File: config.mk
export PLATFORM = sky130hd
export DESIGN_NAME = square_channel_sweep_envelope_top
export DESIGN_NICKNAME = d
export VERILOG_FILES = /design/src/rtl/core/scse_pkg.sv /design/src/rtl/core/scse_ctrl.sv /design/src/rtl/core/scse_dp.sv /design/src/rtl/core/square_channel_sweep_envelope_top.sv
export SDC_FILE = /design/constraint.sdc
export NUM_CORES = 1
export LEC_CHECK = 0
export ABC_AREA = 1
export BUFFER_PORTS_ARGS = -buffer_cell sky130_fd_sc_hd__buf_2
export CORE_ASPECT_RATIO = 1.4
export CORE_UTILIZATION = 45
export CTS_CLUSTER_DIAMETER = 40
export DETAILED_ROUTE_END_ITERATION = 16
export PLACE_DENSITY = 0.68
export SKIP_LAST_GASP = 1
export SYNTH_ARGS = -nofsm -noshare
export SYNTH_HDL_FRONTEND = slang
export SYNTH_SLANG_ARGS = --single-unit
File: constraint.sdc
create_clock -name i_clk -period 8.4 [get_ports i_clk]
set_clock_uncertainty 0.2 [all_clocks]
set_input_delay 0.42 -clock i_clk [delete_from_list [all_inputs] [get_ports i_clk]]
set_output_delay 0.42 -clock i_clk [all_outputs]
set_load 0.01 [all_outputs]
File: src/rtl/core/scse_pkg.sv
// Shared types and constants for the square tone channel.
// Used by the controller, the datapath and the top level.
`default_nettype none
package scse_pkg;

    localparam logic [2:0] KIND_WRITE  = 3'd0;
    localparam logic [2:0] KIND_READ   = 3'd1;
    localparam logic [2:0] KIND_LENGTH = 3'd2;
    localparam logic [2:0] KIND_ENV    = 3'd3;
    localparam logic [2:0] KIND_SWEEP  = 3'd4;
    localparam logic [2:0] KIND_SAMPLE = 3'd5;

    localparam logic [2:0] REG_SWEEP = 3'd0;
    localparam logic [2:0] REG_LEN   = 3'd1;
    localparam logic [2:0] REG_ENV   = 3'd2;
    localparam logic [2:0] REG_FLO   = 3'd3;
    localparam logic [2:0] REG_FHI   = 3'd4;

    localparam int IN_DATA_W  = 48;
    localparam int OUT_DATA_W = 24;

    typedef struct packed {
        logic load;
        logic apply;
        logic mul_init;
        logic mul_step;
        logic div_init;
        logic div_step;
        logic finish;
        logic emit;
    } t_cmd;

    typedef struct packed {
        logic need_div;
        logic mul_done;
        logic div_done;
    } t_stat;

    function automatic logic [15:0] vol_mag(input logic [3:0] v);
        logic [15:0] m;
        unique case (v)
            4'd0:  m = 16'd0;
            4'd1:  m = 16'd2184;
            4'd2:  m = 16'd4368;
            4'd3:  m = 16'd6553;
            4'd4:  m = 16'd8737;
            4'd5:  m = 16'd10922;
            4'd6:  m = 16'd13106;
            4'd7:  m = 16'd15291;
            4'd8:  m = 16'd17475;
            4'd9:  m = 16'd19660;
            4'd10: m = 16'd21844;
            4'd11: m = 16'd24029;
            4'd12: m = 16'd26213;
            4'd13: m = 16'd28398;
            4'd14: m = 16'd30582;
            default: m = 16'd32767;
        endcase
        return m;
    endfunction

    function automatic logic [7:0] duty_pattern(input logic [1:0] d);
        logic [7:0] p;
        unique case (d)
            2'd0: p = 8'h80;
            2'd1: p = 8'h81;
            2'd2: p = 8'hE1;
            default: p = 8'h7E;
        endcase
        return p;
    endfunction

endpackage
`default_nettype wire

File: src/rtl/core/scse_ctrl.sv
// Sequencer for the square tone channel: issues datapath commands.
// Depends on scse_pkg.
`default_nettype none
module scse_ctrl import scse_pkg::*; (
    input  wire logic i_clk,
    input  wire logic i_rst_n,
    input  wire logic i_in_valid,
    output logic      o_in_ready,
    output logic      o_out_valid,
    input  wire logic i_out_ready,
    input  wire t_stat i_stat,
    output t_cmd      o_cmd
);
    typedef enum logic [2:0] {
        S_IDLE, S_EXEC, S_MUL, S_DINIT, S_DIV, S_FIN, S_DONE
    } t_state;

    t_state r_state, n_state;
    logic   r_out_valid;
    logic   emit;

    assign emit        = (r_state == S_DONE) && (!r_out_valid || i_out_ready);
    assign o_in_ready  = (r_state == S_IDLE);
    assign o_out_valid = r_out_valid;

    always_comb begin
        o_cmd          = '0;
        n_state        = r_state;
        o_cmd.emit     = emit;
        unique case (r_state)
            S_IDLE: begin
                o_cmd.load = i_in_valid;
                if (i_in_valid) n_state = S_EXEC;
            end
            S_EXEC: begin
                o_cmd.apply    = 1'b1;
                o_cmd.mul_init = i_stat.need_div;
                n_state        = i_stat.need_div ? S_MUL : S_DONE;
            end
            S_MUL: begin
                o_cmd.mul_step = 1'b1;
                if (i_stat.mul_done) n_state = S_DINIT;
            end
            S_DINIT: begin
                o_cmd.div_init = 1'b1;
                n_state        = S_DIV;
            end
            S_DIV: begin
                o_cmd.div_step = 1'b1;
                if (i_stat.div_done) n_state = S_FIN;
            end
            S_FIN: begin
                o_cmd.finish = 1'b1;
                n_state      = S_DONE;
            end
            S_DONE: begin
                if (emit) n_state = S_IDLE;
            end
            default: n_state = S_IDLE;
        endcase
    end

    always_ff @(posedge i_clk) begin
        if (!i_rst_n) begin
            r_state     <= S_IDLE;
            r_out_valid <= 1'b0;
        end else begin
            r_state <= n_state;
            if (emit) r_out_valid <= 1'b1;
            else if (i_out_ready) r_out_valid <= 1'b0;
        end
    end
endmodule
`default_nettype wire

File: src/rtl/core/scse_dp.sv
// Datapath: channel state, register file, shift-add multiplier,
// restoring divider and result register. Depends on scse_pkg.
`default_nettype none
module scse_dp import scse_pkg::*; #(
    parameter int CPU_CLOCK_HZ   = 4194304,
    parameter int SAMPLE_RATE_HZ = 44100
) (
    input  wire logic                  i_clk,
    input  wire logic                  i_rst_n,
    input  wire logic [IN_DATA_W-1:0]  i_in_data,
    input  wire logic [2:0]            i_in_kind,
    input  wire t_cmd                  i_cmd,
    output t_stat                      o_stat,
    output logic [OUT_DATA_W-1:0]      o_out_data,
    output logic                       o_out_on
);
    localparam logic [63:0] MULT = 64'(CPU_CLOCK_HZ) << 13;
    localparam int MW = $clog2(MULT + 64'd1);
    localparam longint unsigned DMAX = longint'(SAMPLE_RATE_HZ) * 8192;
    localparam int DVW = $clog2(DMAX + 1);
    localparam logic [63:0] RATE_X4 = 64'(SAMPLE_RATE_HZ) * 64'd4;

    // latched request
    logic [2:0]  r_kind, r_reg;
    logic [7:0]  r_wd;
    logic [31:0] r_t;

    // channel state
    logic [7:0]  r_swp_byte, r_len_byte, r_env_byte, r_ctl_byte;
    logic [6:0]  r_len_left, r_len_rel;
    logic        r_len_en, r_env_up, r_swp_down, r_ovf, r_ref_valid;
    logic [1:0]  r_duty;
    logic [3:0]  r_vol;
    logic [2:0]  r_env_per, r_env_cd, r_swp_per, r_swp_shift, r_swp_cd;
    logic [10:0] r_freq, r_shadow;
    logic [15:0] r_phase, r_ref_phase;
    logic [31:0] r_ref_time;

    logic [7:0]  n_swp_byte, n_len_byte, n_env_byte, n_ctl_byte;
    logic [6:0]  n_len_left, n_len_rel;
    logic        n_len_en, n_env_up, n_swp_down, n_ovf, n_ref_valid;
    logic [1:0]  n_duty;
    logic [3:0]  n_vol;
    logic [2:0]  n_env_per, n_env_cd, n_swp_per, n_swp_shift, n_swp_cd;
    logic [10:0] n_freq, n_shadow;
    logic [15:0] n_phase, n_ref_phase;
    logic [31:0] n_ref_time;

    // arithmetic unit
    logic [63:0]    r_mcand, r_acc, r_dvd;
    logic [5:0]     r_cnt;
    logic [DVW-1:0] r_dvs, r_rem;
    logic [15:0]    r_quo;
    logic [DVW:0]   rem_sh;
    logic           qbit;
    logic [DVW-1:0] dvs_calc;

    logic [OUT_DATA_W-1:0] r_out_data;
    logic                  r_out_on;

    logic        fire;
    logic [10:0] fnew;
    logic [11:0] ssum;
    logic [10:0] sd;
    logic        on;
    logic [15:0] smp, mag;
    logic [7:0]  rd;
    logic [7:0]  pat;

    assign o_stat.need_div = (r_kind == KIND_SAMPLE) && r_ref_valid;
    assign o_stat.mul_done = (r_cnt == 6'(MW - 1));
    assign o_stat.div_done = (r_cnt == 6'd63);
    assign o_out_data      = r_out_data;
    assign o_out_on        = r_out_on;

    always_comb begin
        n_swp_byte = r_swp_byte;   n_len_byte = r_len_byte;
        n_env_byte = r_env_byte;   n_ctl_byte = r_ctl_byte;
        n_len_left = r_len_left;   n_len_rel = r_len_rel;
        n_len_en = r_len_en;       n_env_up = r_env_up;
        n_swp_down = r_swp_down;   n_ovf = r_ovf;
        n_ref_valid = r_ref_valid; n_duty = r_duty;
        n_vol = r_vol;             n_env_per = r_env_per;
        n_env_cd = r_env_cd;       n_swp_per = r_swp_per;
        n_swp_shift = r_swp_shift; n_swp_cd = r_swp_cd;
        n_freq = r_freq;           n_shadow = r_shadow;
        n_phase = r_phase;         n_ref_phase = r_ref_phase;
        n_ref_time = r_ref_time;
        fire = 1'b0;
        fnew = '0;
        sd   = '0;
        ssum = '0;
        unique case (r_kind)
            KIND_WRITE: begin
                unique case (r_reg)
                    REG_SWEEP: begin
                        n_swp_byte  = r_wd;
                        n_swp_per   = r_wd[6:4];
                        n_swp_down  = r_wd[3];
                        n_swp_shift = r_wd[2:0];
                    end
                    REG_LEN: begin
                        n_len_byte = r_wd;
                        n_len_rel  = 7'd64 - {1'b0, r_wd[5:0]};
                        n_len_left = n_len_rel;
                        n_duty     = r_wd[7:6];
                    end
                    REG_ENV: begin
                        n_env_byte = r_wd;
                        n_vol      = r_wd[7:4];
                        n_env_up   = r_wd[3];
                        n_env_per  = r_wd[2:0];
                    end
                    REG_FLO: begin
                        fnew = {r_freq[10:8], r_wd};
                        if (fnew != r_freq) begin
                            n_freq      = fnew;
                            n_ref_valid = 1'b0;
                        end
                        n_len_left = r_len_rel;
                    end
                    REG_FHI: begin
                        fnew = {r_wd[2:0], r_freq[7:0]};
                        if (fnew != r_freq) begin
                            n_freq      = fnew;
                            n_ref_valid = 1'b0;
                        end
                        n_ctl_byte = r_wd;
                        n_len_en   = r_wd[6];
                        n_len_left = r_len_rel;
                        if (r_wd[7]) begin
                            // trigger
                            n_env_cd = r_env_per;
                            n_vol    = r_env_byte[7:4];
                            if (n_len_left == 7'd0) n_len_left = 7'd64;
                            n_phase     = '0;
                            n_ref_valid = 1'b0;
                            n_shadow    = n_freq;
                            n_ovf       = 1'b0;
                            fire = (r_swp_per != 3'd0) && (r_swp_shift != 3'd0);
                        end
                    end
                    default: ;
                endcase
            end
            KIND_LENGTH: begin
                if (r_len_left != 7'd0) n_len_left = r_len_left - 7'd1;
            end
            KIND_ENV: begin
                if (r_env_per != 3'd0 && r_env_cd != 3'd0) begin
                    n_env_cd = r_env_cd - 3'd1;
                    if (n_env_cd == 3'd0) begin
                        n_env_cd = r_env_per;
                        if (r_env_up) begin
                            if (r_vol != 4'd15) n_vol = r_vol + 4'd1;
                        end else if (r_vol != 4'd0) begin
                            n_vol = r_vol - 4'd1;
                        end
                    end
                end
            end
            KIND_SWEEP: begin
                if (r_swp_per != 3'd0 && r_swp_shift != 3'd0 && r_swp_cd != 3'd0) begin
                    n_swp_cd = r_swp_cd - 3'd1;
                    fire     = (n_swp_cd == 3'd0);
                end
            end
            KIND_SAMPLE: begin
                if (!r_ref_valid) begin
                    n_ref_valid = 1'b1;
                    n_ref_time  = r_t;
                    n_ref_phase = r_phase;
                end
            end
            default: ;
        endcase
        if (fire) begin
            n_swp_cd = r_swp_per;
            if (n_shadow != n_freq) begin
                n_freq      = n_shadow;
                n_ref_valid = 1'b0;
            end
            sd   = n_shadow >> r_swp_shift;
            ssum = r_swp_down ? ({1'b0, n_shadow} - {1'b0, sd})
                              : ({1'b0, n_shadow} + {1'b0, sd});
            if (ssum[11]) begin
                n_swp_cd = 3'd0;
                n_ovf    = 1'b1;
                n_shadow = '0;
            end else begin
                n_shadow = ssum[10:0];
            end
        end
    end

    assign on = (!r_len_en || r_len_left != 7'd0) && r_vol != 4'd0 &&
                r_freq != 11'd0 && r_freq <= 11'd2041 && !r_ovf;
    assign mag = vol_mag(r_vol);
    assign pat = duty_pattern(r_duty);

    always_comb begin
        smp = '0;
        rd  = '0;
        if (r_kind == KIND_SAMPLE && on) begin
            smp = pat[r_phase[15:13]] ? mag : 16'(-mag);
        end
        if (r_kind == KIND_READ) begin
            unique case (r_reg)
                REG_SWEEP: rd = r_swp_byte | 8'h80;
                REG_LEN:   rd = r_len_byte | 8'h3F;
                REG_ENV:   rd = r_env_byte;
                REG_FHI:   rd = r_ctl_byte | 8'hBF;
                default:   rd = 8'hFF;
            endcase
        end
    end

    assign dvs_calc = DVW'(RATE_X4 * (64'd2048 - 64'(r_freq)));
    assign rem_sh   = {r_rem, r_dvd[63]};
    assign qbit     = (rem_sh >= {1'b0, r_dvs});

    always_ff @(posedge i_clk) begin
        if (!i_rst_n) begin
            r_swp_byte <= '0; r_len_byte <= '0; r_env_byte <= '0; r_ctl_byte <= '0;
            r_len_left <= '0; r_len_rel <= '0; r_len_en <= 1'b0; r_env_up <= 1'b0;
            r_swp_down <= 1'b0; r_ovf <= 1'b0; r_ref_valid <= 1'b0; r_duty <= '0;
            r_vol <= '0; r_env_per <= '0; r_env_cd <= '0; r_swp_per <= '0;
            r_swp_shift <= '0; r_swp_cd <= '0; r_freq <= '0; r_shadow <= '0;
            r_phase <= '0; r_ref_phase <= '0; r_ref_time <= '0;
        end else if (i_cmd.apply) begin
            r_swp_byte <= n_swp_byte; r_len_byte <= n_len_byte;
            r_env_byte <= n_env_byte; r_ctl_byte <= n_ctl_byte;
            r_len_left <= n_len_left; r_len_rel <= n_len_rel;
            r_len_en <= n_len_en; r_env_up <= n_env_up;
            r_swp_down <= n_swp_down; r_ovf <= n_ovf;
            r_ref_valid <= n_ref_valid; r_duty <= n_duty;
            r_vol <= n_vol; r_env_per <= n_env_per;
            r_env_cd <= n_env_cd; r_swp_per <= n_swp_per;
            r_swp_shift <= n_swp_shift; r_swp_cd <= n_swp_cd;
            r_freq <= n_freq; r_shadow <= n_shadow;
            r_phase <= n_phase; r_ref_phase <= n_ref_phase;
            r_ref_time <= n_ref_time;
        end else if (i_cmd.finish) begin
            r_phase <= r_ref_phase + r_quo;
        end
    end

    always_ff @(posedge i_clk) begin
        if (i_cmd.load) begin
            r_reg  <= i_in_data[2:0];
            r_wd   <= i_in_data[10:3];
            r_t    <= i_in_data[42:11];
            r_kind <= i_in_kind;
        end
        if (i_cmd.mul_init) begin
            r_mcand <= {32'd0, r_t} - {32'd0, r_ref_time};
            r_acc   <= '0;
            r_cnt   <= '0;
            r_dvs   <= dvs_calc;
        end else if (i_cmd.mul_step) begin
            // product wraps at 64 bits
            if (MULT[r_cnt]) r_acc <= r_acc + r_mcand;
            r_mcand <= r_mcand << 1;
            r_cnt   <= r_cnt + 6'd1;
        end else if (i_cmd.div_init) begin
            r_dvd <= r_acc;
            r_rem <= '0;
            r_cnt <= '0;
        end else if (i_cmd.div_step) begin
            r_rem <= qbit ? DVW'(rem_sh - {1'b0, r_dvs}) : rem_sh[DVW-1:0];
            r_quo <= {r_quo[14:0], qbit};
            r_dvd <= r_dvd << 1;
            r_cnt <= r_cnt + 6'd1;
        end
        if (i_cmd.emit) begin
            r_out_data <= {rd, smp};
            r_out_on   <= on;
        end
    end
endmodule
`default_nettype wire

File: src/rtl/core/square_channel_sweep_envelope_top.sv
// Square tone channel with sweep, envelope, length counter and duty patterns.
// Non-sample requests and first samples pass through the load, apply and emit states;
// a phase-advancing sample also runs the MW-step bit-serial multiplier (MW = bit length
// of CPU_CLOCK_HZ << 13, 36 at defaults) and the 64-step restoring divider before emit.
// One request in flight; the next is taken once the result is registered.
// Reset: synchronous active-low i_rst_n clears all channel state and the output valid.
`default_nettype none
module square_channel_sweep_envelope_top import scse_pkg::*; #(
    parameter int CPU_CLOCK_HZ   = 4194304,
    parameter int SAMPLE_RATE_HZ = 44100
) (
    input  wire logic                  i_clk,
    input  wire logic                  i_rst_n,
    input  wire logic                  s_axis_tvalid,
    output logic                       s_axis_tready,
    input  wire logic [IN_DATA_W-1:0]  s_axis_tdata,  // reg_index, write_data, sample_time
    input  wire logic [2:0]            s_axis_tuser,  // kind
    output logic                       m_axis_tvalid,
    input  wire logic                  m_axis_tready,
    output logic [OUT_DATA_W-1:0]      m_axis_tdata,  // sample, read_data
    output logic                       m_axis_tuser   // channel_on
);
    t_cmd  cmd;
    t_stat stat;

    scse_ctrl u_ctrl (
        .i_clk       (i_clk),
        .i_rst_n     (i_rst_n),
        .i_in_valid  (s_axis_tvalid),
        .o_in_ready  (s_axis_tready),
        .o_out_valid (m_axis_tvalid),
        .i_out_ready (m_axis_tready),
        .i_stat      (stat),
        .o_cmd       (cmd)
    );

    scse_dp #(
        .CPU_CLOCK_HZ   (CPU_CLOCK_HZ),
        .SAMPLE_RATE_HZ (SAMPLE_RATE_HZ)
    ) u_dp (
        .i_clk      (i_clk),
        .i_rst_n    (i_rst_n),
        .i_in_data  (s_axis_tdata),
        .i_in_kind  (s_axis_tuser),
        .i_cmd      (cmd),
        .o_stat     (stat),
        .o_out_data (m_axis_tdata),
        .o_out_on   (m_axis_tuser)
    );
endmodule
`default_nettype wire

==> impl_metrics.prom, run 1 <==
# TYPE chip_impl_metric gauge
chip_impl_metric{name="grt_first_pass_wirelength",unit="microns"} 129000
chip_impl_metric{name="power-per-cell-area",unit="mW/mm^2"} 342
chip_impl_info{name="rsz0062_at_grt",value="no"} 1
chip_impl_metric{name="finalHoldViolCount",unit=""} 0
chip_impl_metric{name="nNetsFinal",unit=""} 4431
chip_impl_metric{name="power",unit="uW"} 12000
chip_impl_metric{name="std_cell_rows",unit=""} 114
chip_impl_metric{name="top_level_ports",unit=""} 82
chip_impl_metric{name="antenna-diode-count",unit=""} 0
chip_impl_metric{name="min_tclk_post_route",unit="ns"} 6.68
chip_impl_metric{name="synth.yosys.warnings",unit=""} 0
chip_impl_metric{name="post_route_cells_drive_above_1_share",unit="%"} 6.19
chip_impl_metric{name="final-max-slew-violation-count",unit=""} 0
chip_impl_metric{name="remaining_drc_errors",unit=""} 0
chip_impl_info{name="cts_root_buf",value="clkbuf_16"} 1
chip_impl_info{name="ys_dominant_reg_cell",value="edfxtp_1"} 1
chip_impl_metric{name="synth-compound-area-share",unit="%"} 18.1
chip_impl_info{name="final_common_cell",value="nand2_1"} 1
chip_impl_metric{name="number_of_sinks_on_the_clock_net",unit=""} 479
chip_impl_metric{name="clockBufferDepth",unit=""} 3
chip_impl_info{name="most_frequent_cells_in_the_layout",value="nand2_1, inv_1, a21oi_1"} 1
chip_impl_metric{name="area.sequential",unit="sq mm"} 0.0123
chip_impl_info{name="timing.hold.worst.class",value="in2reg"} 1
chip_impl_metric{name="mappedNetlistArea",unit="sq mm"} 0.0314
chip_impl_metric{name="fin_tns_setup",unit="ns"} 0
chip_impl_info{name="worst_setup_path_startpoint",value="u_dp.r_freq[0]"} 1
chip_impl_metric{name="gp_congestion",unit=""} 0.963
chip_impl_info{name="cts_tree",value="built"} 1
chip_impl_info{name="outcome",value="finished, final reports clean"} 1
chip_impl_metric{name="routed_wl",unit="microns"} 79100
chip_impl_metric{name="clk_pin_slew_worst_paths",unit="ns"} 0.06
chip_impl_metric{name="arrival",unit="ns"} 6.84
chip_impl_metric{name="floorplan.core_area",unit="sq mm"} 0.0690
chip_impl_metric{name="tightestPinTransition",unit="ns"} 1.10
chip_impl_metric{name="track_usage",unit="%"} 22.3
chip_impl_metric{name="die-height",unit="microns"} 315
chip_impl_metric{name="numCtsBuffers",unit=""} 57
chip_impl_metric{name="hold-worst-slack",unit="ns"} 0.0442
chip_impl_metric{name="syn_inst",unit=""} 4005
chip_impl_metric{name="finish.instance_area",unit="sq mm"} 0.0351
chip_impl_info{name="setup.worst_path.end_class",value="flop"} 1
chip_impl_metric{name="die_w",unit="microns"} 225
chip_impl_metric{name="synth_sequential_area_ratio",unit="%"} 39.0
chip_impl_info{name="top_regs",value="u_dp.r_acc (64), u_dp.r_dvd (64), u_dp.r_mcand (64)"} 1
chip_impl_metric{name="initial_antenna_violation_count",unit=""} 0
chip_impl_metric{name="synth_simple_gate_area_share",unit="%"} 17.6
chip_impl_info{name="top_layer_used",value="met4"} 1
chip_impl_metric{name="port-buffer-count",unit=""} 76
chip_impl_metric{name="area_delta_synth_final",unit="%"} 11.6
chip_impl_metric{name="die-area",unit="sq mm"} 0.0709
chip_impl_metric{name="via_count",unit=""} 26800
chip_impl_metric{name="vdd.ir_drop.worst",unit="V"} 0.000311
chip_impl_info{name="worstReg2RegStart",value="u_dp.r_freq[0]"} 1
chip_impl_metric{name="drtPass1Iterations",unit=""} 6
chip_impl_info{name="min_from",value="s_axis_tvalid"} 1
chip_impl_metric{name="ctsResizeCount",unit=""} 0
chip_impl_metric{name="timing.final.crit_share",unit="%"} 79.6
chip_impl_metric{name="post_synth_mux_area_share",unit="%"} 0
chip_impl_metric{name="ant_nets",unit=""} 0
chip_impl_metric{name="grt_pass1_vias",unit=""} 26100
chip_impl_metric{name="avgRoutedWirePerCell",unit="microns"} 15.6
chip_impl_metric{name="number_of_levels_in_the_clock_h_tree",unit=""} 2
chip_impl_metric{name="area_occupied_by_multi_input_gates",unit="sq mm"} 0.0165
chip_impl_metric{name="synth_fa_ha_area_share",unit="%"} 12.2
chip_impl_metric{name="timing.max_cap.violations",unit=""} 0
chip_impl_metric{name="ys_seq_elements",unit=""} 479
chip_impl_metric{name="ys_async_sr_fraction",unit="%"} 0
chip_impl_info{name="largest_family_of_logic_cells_by_synthesized_area",value="compound AO/OA/AOI/OAI gates"} 1
chip_impl_metric{name="routed_via_density",unit=""} 5.29
chip_impl_metric{name="final-setup-viol-count",unit=""} 0
chip_impl_metric{name="place_hpwl",unit="microns"} 57400
chip_impl_metric{name="post-place-ws",unit="ns"} 1.69
chip_impl_metric{name="leakagePower",unit="uW"} 0.0155
chip_impl_metric{name="final.fill_count",unit=""} 6698
chip_impl_metric{name="initial_utilization",unit="%"} 45.5
chip_impl_metric{name="worst_skew_pair.late_latency",unit="ns"} 0.65
chip_impl_metric{name="critical_path_required",unit="ns"} 8.55
chip_impl_metric{name="drt_first_iter_violations",unit=""} 1695
chip_impl_metric{name="synth_fp_nets",unit=""} 4349
chip_impl_info{name="worstSetupPathType",value="reg2reg"} 1
chip_impl_metric{name="placedInstanceArea",unit="sq mm"} 0.0327
chip_impl_metric{name="yosys.cell_types.count",unit=""} 54
chip_impl_metric{name="grt_remaining_overflow",unit=""} 0
chip_impl_metric{name="synth_enable_flop_cells",unit=""} 267
chip_impl_metric{name="synth_xor_xnor_area_share",unit="%"} 4.29
chip_impl_metric{name="route.met3.wl",unit="microns"} 3120
chip_impl_metric{name="max_freq",unit="MHz"} 150
chip_impl_metric{name="slew_headroom",unit="%"} 26.6
chip_impl_metric{name="postLayoutSetupSlackWorst",unit="ns"} 1.72
chip_impl_metric{name="crit_fanout",unit=""} 10
chip_impl_metric{name="routedLengthMet1",unit="microns"} 34000
chip_impl_metric{name="met2RoutedLength",unit="microns"} 38900
chip_impl_metric{name="post_synth.cell_area_avg",unit="sq um"} 7.85
chip_impl_metric{name="grt_start_max_net_pins",unit=""} 99
chip_impl_info{name="worstSetupStartpointType",value="flop"} 1
## power breakdown
part           switching (uW)  leakage [uW]  internal (uW)  total (uW)
Sequential                305       0.00418           3240        3540
Clock                    1090      0.000949           1430        2520
Combinational            3780        0.0104           2160        5940
## cell families after synthesis
logic type / count (synthesis)
simple gates: 1326
compound gates: 1042
buf+inv: 715
flops: 479
fa+ha+maj: 289
xor+xnor: 154
## worst max-delay path: stages (launching register included)
cell and delay, ns:
dfxtp_1 0.60, clkinv_1 0.33, ha_1 0.33, nand4_1 0.15, nor2_1 0.07, xor2_1 0.53, ha_1 0.36, fa_1 0.48
inv_1 0.05, fa_1 0.50, fa_1 0.55, inv_1 0.04, ha_1 0.28, ha_1 0.30, ha_1 0.36, nand2_1 0.09
o21ai_0 0.16, a21oi_1 0.08, o21ai_0 0.28, nand2_1 0.09, nand2_1 0.11, nand2_1 0.06, nand2_1 0.08, nand2_1 0.05
nand2_1 0.05, a21oi_1 0.06, xor2_1 0.15
## synthesized netlist by cell type, types with 3 or more instances
library cell	n	area [sq um]
o21bai_1	21	158
dfxtp_1	212	4240
clkbuf_1	94	353
xor2_1	91	797
o211ai_1	37	278
a21o_1	20	150
nor2_1	304	1140
o31ai_1	8	60.1
buf_6	3	33.8
edfxtp_1	267	8020
nand4_1	30	188
o21ai_1	9	45.0
a21oi_1	445	2230
nand2_1	727	2730
or2_2	14	87.6
a211oi_1	24	180
nor3_1	58	290
nor2_2	5	31.3
a31o_2	3	26.3
o21ai_0	395	1980
a21boi_0	6	45.0
inv_1	584	2190
nand3b_1	5	37.5
nor2_4	4	45.0
o2111ai_1	6	52.6
a31oi_1	39	244
ha_1	259	3240
fa_1	30	601
o21a_1	8	60.1
buf_1	7	26.3
nand3_1	144	721
clkinv_1	6	22.5
nand3_2	4	40.0
buf_2	14	70.1
buf_4	4	30.0
a221oi_1	4	35.0
o221ai_1	3	26.3
xnor2_1	63	552
a2111oi_0	3	26.3
nand2_2	9	56.3
o22ai_1	3	18.8
nor4_1	13	81.3
inv_2	3	11.3
## path summary, 6_finish.rpt
kind	end	slack, ns	cells after the start
hold reg to reg	u_dp.r_quo[5]	0.25	0
setup reg to reg	u_dp.r_dvs[28]	1.72	26
hold / removal	u_ctrl.r_state[2]	0.04	3
setup / recovery	u_dp.r_dvs[28]	1.72	26
## through the flow
stage	instances	util (%)
2_1_floorplan	4005	-
3_3_place_gp	4909	47.3
3_5_place_dp	4909	47.3
4_1_cts	5064	50.8
5_1_grt	5064	50.8
6_report	5064	50.8
## routing by layer
layer  vias up  track usage (%)
met5         -                0
met4         0             9.00
met3       169             2.67
met2       577             39.8
met1     12400             27.2
li1      13700                -
## layout make-up
type | instances | area share [%]
sequential | 479 | 35.0
timing repair buffer | 145 | 2.90
clock inverter | 37 | 1.15
clock buffer | 71 | 4.37
tap | 928 | 3.31
multi-input combinational | 2811 | 47.0
inverter | 593 | 6.35
## timing repair
| action | 4_1_cts | 5_1_grt |
|---|---|---|
| hold buffers | 47 | 0 |
| hold endpoints to repair | 47 | 0 |
| setup buffers | 0 | 0 |
(Power assumes the default switching activity.)
==> run 2: changes to the inputs <==
PLACE_DENSITY = 0.7   (was 0.68)
clock period = 5.9 ns   (was 8.4 ns; I/O delays follow)
==> impl_metrics.prom, run 2 (synthesis results as in run 1) <==
# TYPE chip_impl_metric gauge
chip_impl_info{name="outcome",value="finished, final reports clean"} 1
chip_impl_metric{name="std_cell_rows",unit=""} 114
chip_impl_metric{name="slew_headroom",unit="%"} 27.4
chip_impl_metric{name="place_hpwl",unit="microns"} 58700
chip_impl_metric{name="finalHoldViolCount",unit=""} 0
chip_impl_metric{name="timing.max_cap.violations",unit=""} 0
chip_impl_metric{name="grt_first_pass_wirelength",unit="microns"} 130000
chip_impl_metric{name="floorplan.core_area",unit="sq mm"} 0.0690
chip_impl_metric{name="clk_pin_slew_worst_paths",unit="ns"} 0.06
chip_impl_metric{name="drtPass1Iterations",unit=""} 6
chip_impl_metric{name="number_of_levels_in_the_clock_h_tree",unit=""} 2
chip_impl_info{name="rsz0062_at_grt",value="yes"} 1
chip_impl_metric{name="area_occupied_by_multi_input_gates",unit="sq mm"} 0.0166
chip_impl_metric{name="grt_remaining_overflow",unit=""} 0
chip_impl_metric{name="final-max-slew-violation-count",unit=""} 0
chip_impl_metric{name="avgRoutedWirePerCell",unit="microns"} 15.6
chip_impl_metric{name="initial_antenna_violation_count",unit=""} 0
chip_impl_metric{name="vdd.ir_drop.worst",unit="V"} 0.000552
chip_impl_metric{name="area.sequential",unit="sq mm"} 0.0123
chip_impl_info{name="setup.worst_path.end_class",value="flop"} 1
chip_impl_metric{name="initial_utilization",unit="%"} 45.5
chip_impl_metric{name="crit_buf_inv",unit=""} 5
chip_impl_metric{name="antenna-diode-count",unit=""} 0
chip_impl_metric{name="numCtsBuffers",unit=""} 56
chip_impl_metric{name="power",unit="uW"} 17400
chip_impl_info{name="worstSetupStartpointType",value="flop"} 1
chip_impl_metric{name="critical_path_required",unit="ns"} 6.08
chip_impl_metric{name="area_delta_synth_final",unit="%"} 12.7
chip_impl_metric{name="remaining_drc_errors",unit=""} 0
chip_impl_metric{name="power-per-cell-area",unit="mW/mm^2"} 491
chip_impl_metric{name="crit_fanout",unit=""} 4
chip_impl_metric{name="critical_path.max_stage_delay",unit="ns"} 0.52
chip_impl_info{name="most_frequent_cells_in_the_layout",value="nand2_1, inv_1, a21oi_1"} 1
chip_impl_metric{name="max_freq",unit="MHz"} 180
chip_impl_metric{name="drt_first_iter_violations",unit=""} 1368
chip_impl_metric{name="routed_wl",unit="microns"} 79700
chip_impl_metric{name="leakagePower",unit="uW"} 0.0157
chip_impl_metric{name="timing.final.crit_share",unit="%"} 94.1
chip_impl_metric{name="grt_start_max_net_pins",unit=""} 99
chip_impl_metric{name="via_count",unit=""} 26900
chip_impl_info{name="final_common_cell",value="nand2_1"} 1
chip_impl_info{name="cts_root_buf",value="clkbuf_16"} 1
chip_impl_metric{name="die_w",unit="microns"} 225
chip_impl_metric{name="die-area",unit="sq mm"} 0.0709
chip_impl_metric{name="tightestPinTransition",unit="ns"} 1.08
chip_impl_metric{name="grt_pass1_vias",unit=""} 26400
chip_impl_metric{name="die-height",unit="microns"} 315
chip_impl_info{name="top_regs",value="u_dp.r_acc (64), u_dp.r_dvd (64), u_dp.r_mcand (64)"} 1
chip_impl_metric{name="worst_skew_pair.late_latency",unit="ns"} 0.63
chip_impl_metric{name="final-setup-viol-count",unit=""} 0
chip_impl_metric{name="final.fill_count",unit=""} 6613
chip_impl_metric{name="utilization",unit="%"} 51.3
chip_impl_metric{name="post_route_cells_drive_above_1_share",unit="%"} 7.25
chip_impl_info{name="worstSetupPathType",value="reg2reg"} 1
chip_impl_metric{name="gp_congestion",unit=""} 0.969
chip_impl_metric{name="min_tclk_post_route",unit="ns"} 5.55
chip_impl_metric{name="clockBufferDepth",unit=""} 3
chip_impl_metric{name="number_of_sinks_on_the_clock_net",unit=""} 479
chip_impl_metric{name="ant_nets",unit=""} 0
chip_impl_info{name="cts_tree",value="built"} 1
chip_impl_info{name="worst_path_max_delay_cell",value="fa_1"} 1
chip_impl_info{name="timing.hold.worst.class",value="in2reg"} 1
chip_impl_metric{name="arrival",unit="ns"} 5.73
chip_impl_metric{name="top_level_ports",unit=""} 82
chip_impl_metric{name="port-buffer-count",unit=""} 76
chip_impl_metric{name="track_usage",unit="%"} 22.4
chip_impl_metric{name="nNetsFinal",unit=""} 4461
chip_impl_metric{name="routed_via_density",unit=""} 5.29
chip_impl_info{name="cpLargestDelayFamily",value="adder cells"} 1
run 2: cell types whose count changed in the layout (fill, tap and decap cells not counted), sizes merged:
cell | before | now
dlygate4sd3 | 47 | 48
bufinv | 3 | 2
clkinv | 21 | 16
inv | 604 | 603
buf | 98 | 128
clkbuf | 71 | 75
run 2: cell type report:
class | count | area share, %
clock inverters | 30 | 0.859
inverters | 593 | 6.29
flip-flops and latches | 479 | 34.6
clock buffers | 75 | 4.57
repair buffers | 176 | 3.53
multi-input cells | 2811 | 46.8
well taps | 928 | 3.28
run 2: path summary, 6_finish.rpt:
path / startpoint / to / slack (ns) / depth (start not counted)
worst min-delay path: s_axis_tdata[5] / u_dp.r_wd[2] / 0.18 / 2
worst max register to register: u_dp.r_freq[0] / u_dp.r_dvs[25] / 0.35 / 27
worst max-delay path: u_dp.r_freq[0] / u_dp.r_dvs[25] / 0.35 / 27
worst min register to register: u_dp.r_phase[0] / u_dp.r_phase[0] / 0.26 / 2
run 2: timing repair:
item | CTS | global route
pin swaps | 0 | 5
buffers inserted | 0 | 2
resized for setup | 1 | 19
setup endpoints to repair | 1 | 4
hold buffers | 48 | 0
endpoints found under the hold margin | 51 | 0
run 2: metrics by stage:
step,hold slack (ns),TNS (ns),setup WS (ns),cell area (sq um),instances
after detailed placement,0.244,-0.0385,-0.0385,32900,4937
after global routing,0.173,-0.0373,-0.0373,35400,5092
after CTS,0.138,0,0.0852,35300,5090
final,0.184,0,0.348,35400,5092
after floorplan,0.194,0,0.0224,31400,4005
after global placement,0.241,0,0.0259,32900,4937
run 2: per-layer routing:
layer | vias up | GRT usage [%] | part of all wire [%]
met3 | 186 | 2.89 | 4.1
li1 | 13700 | - | -
met2 | 644 | 40.4 | 49
met1 | 12400 | 26.6 | 42
met5 | - | 0 | 0
met4 | 0 | 9.60 | 4.2
run 2: power by group:
group / switching (uW) / leakage [uW] / internal, uW
clock network: 1510 / 0.000949 / 2060
logic: 5540 / 0.0106 / 3250
registers: 414 / 0.00418 / 4600
total: 7470 / 0.0157 / 9910
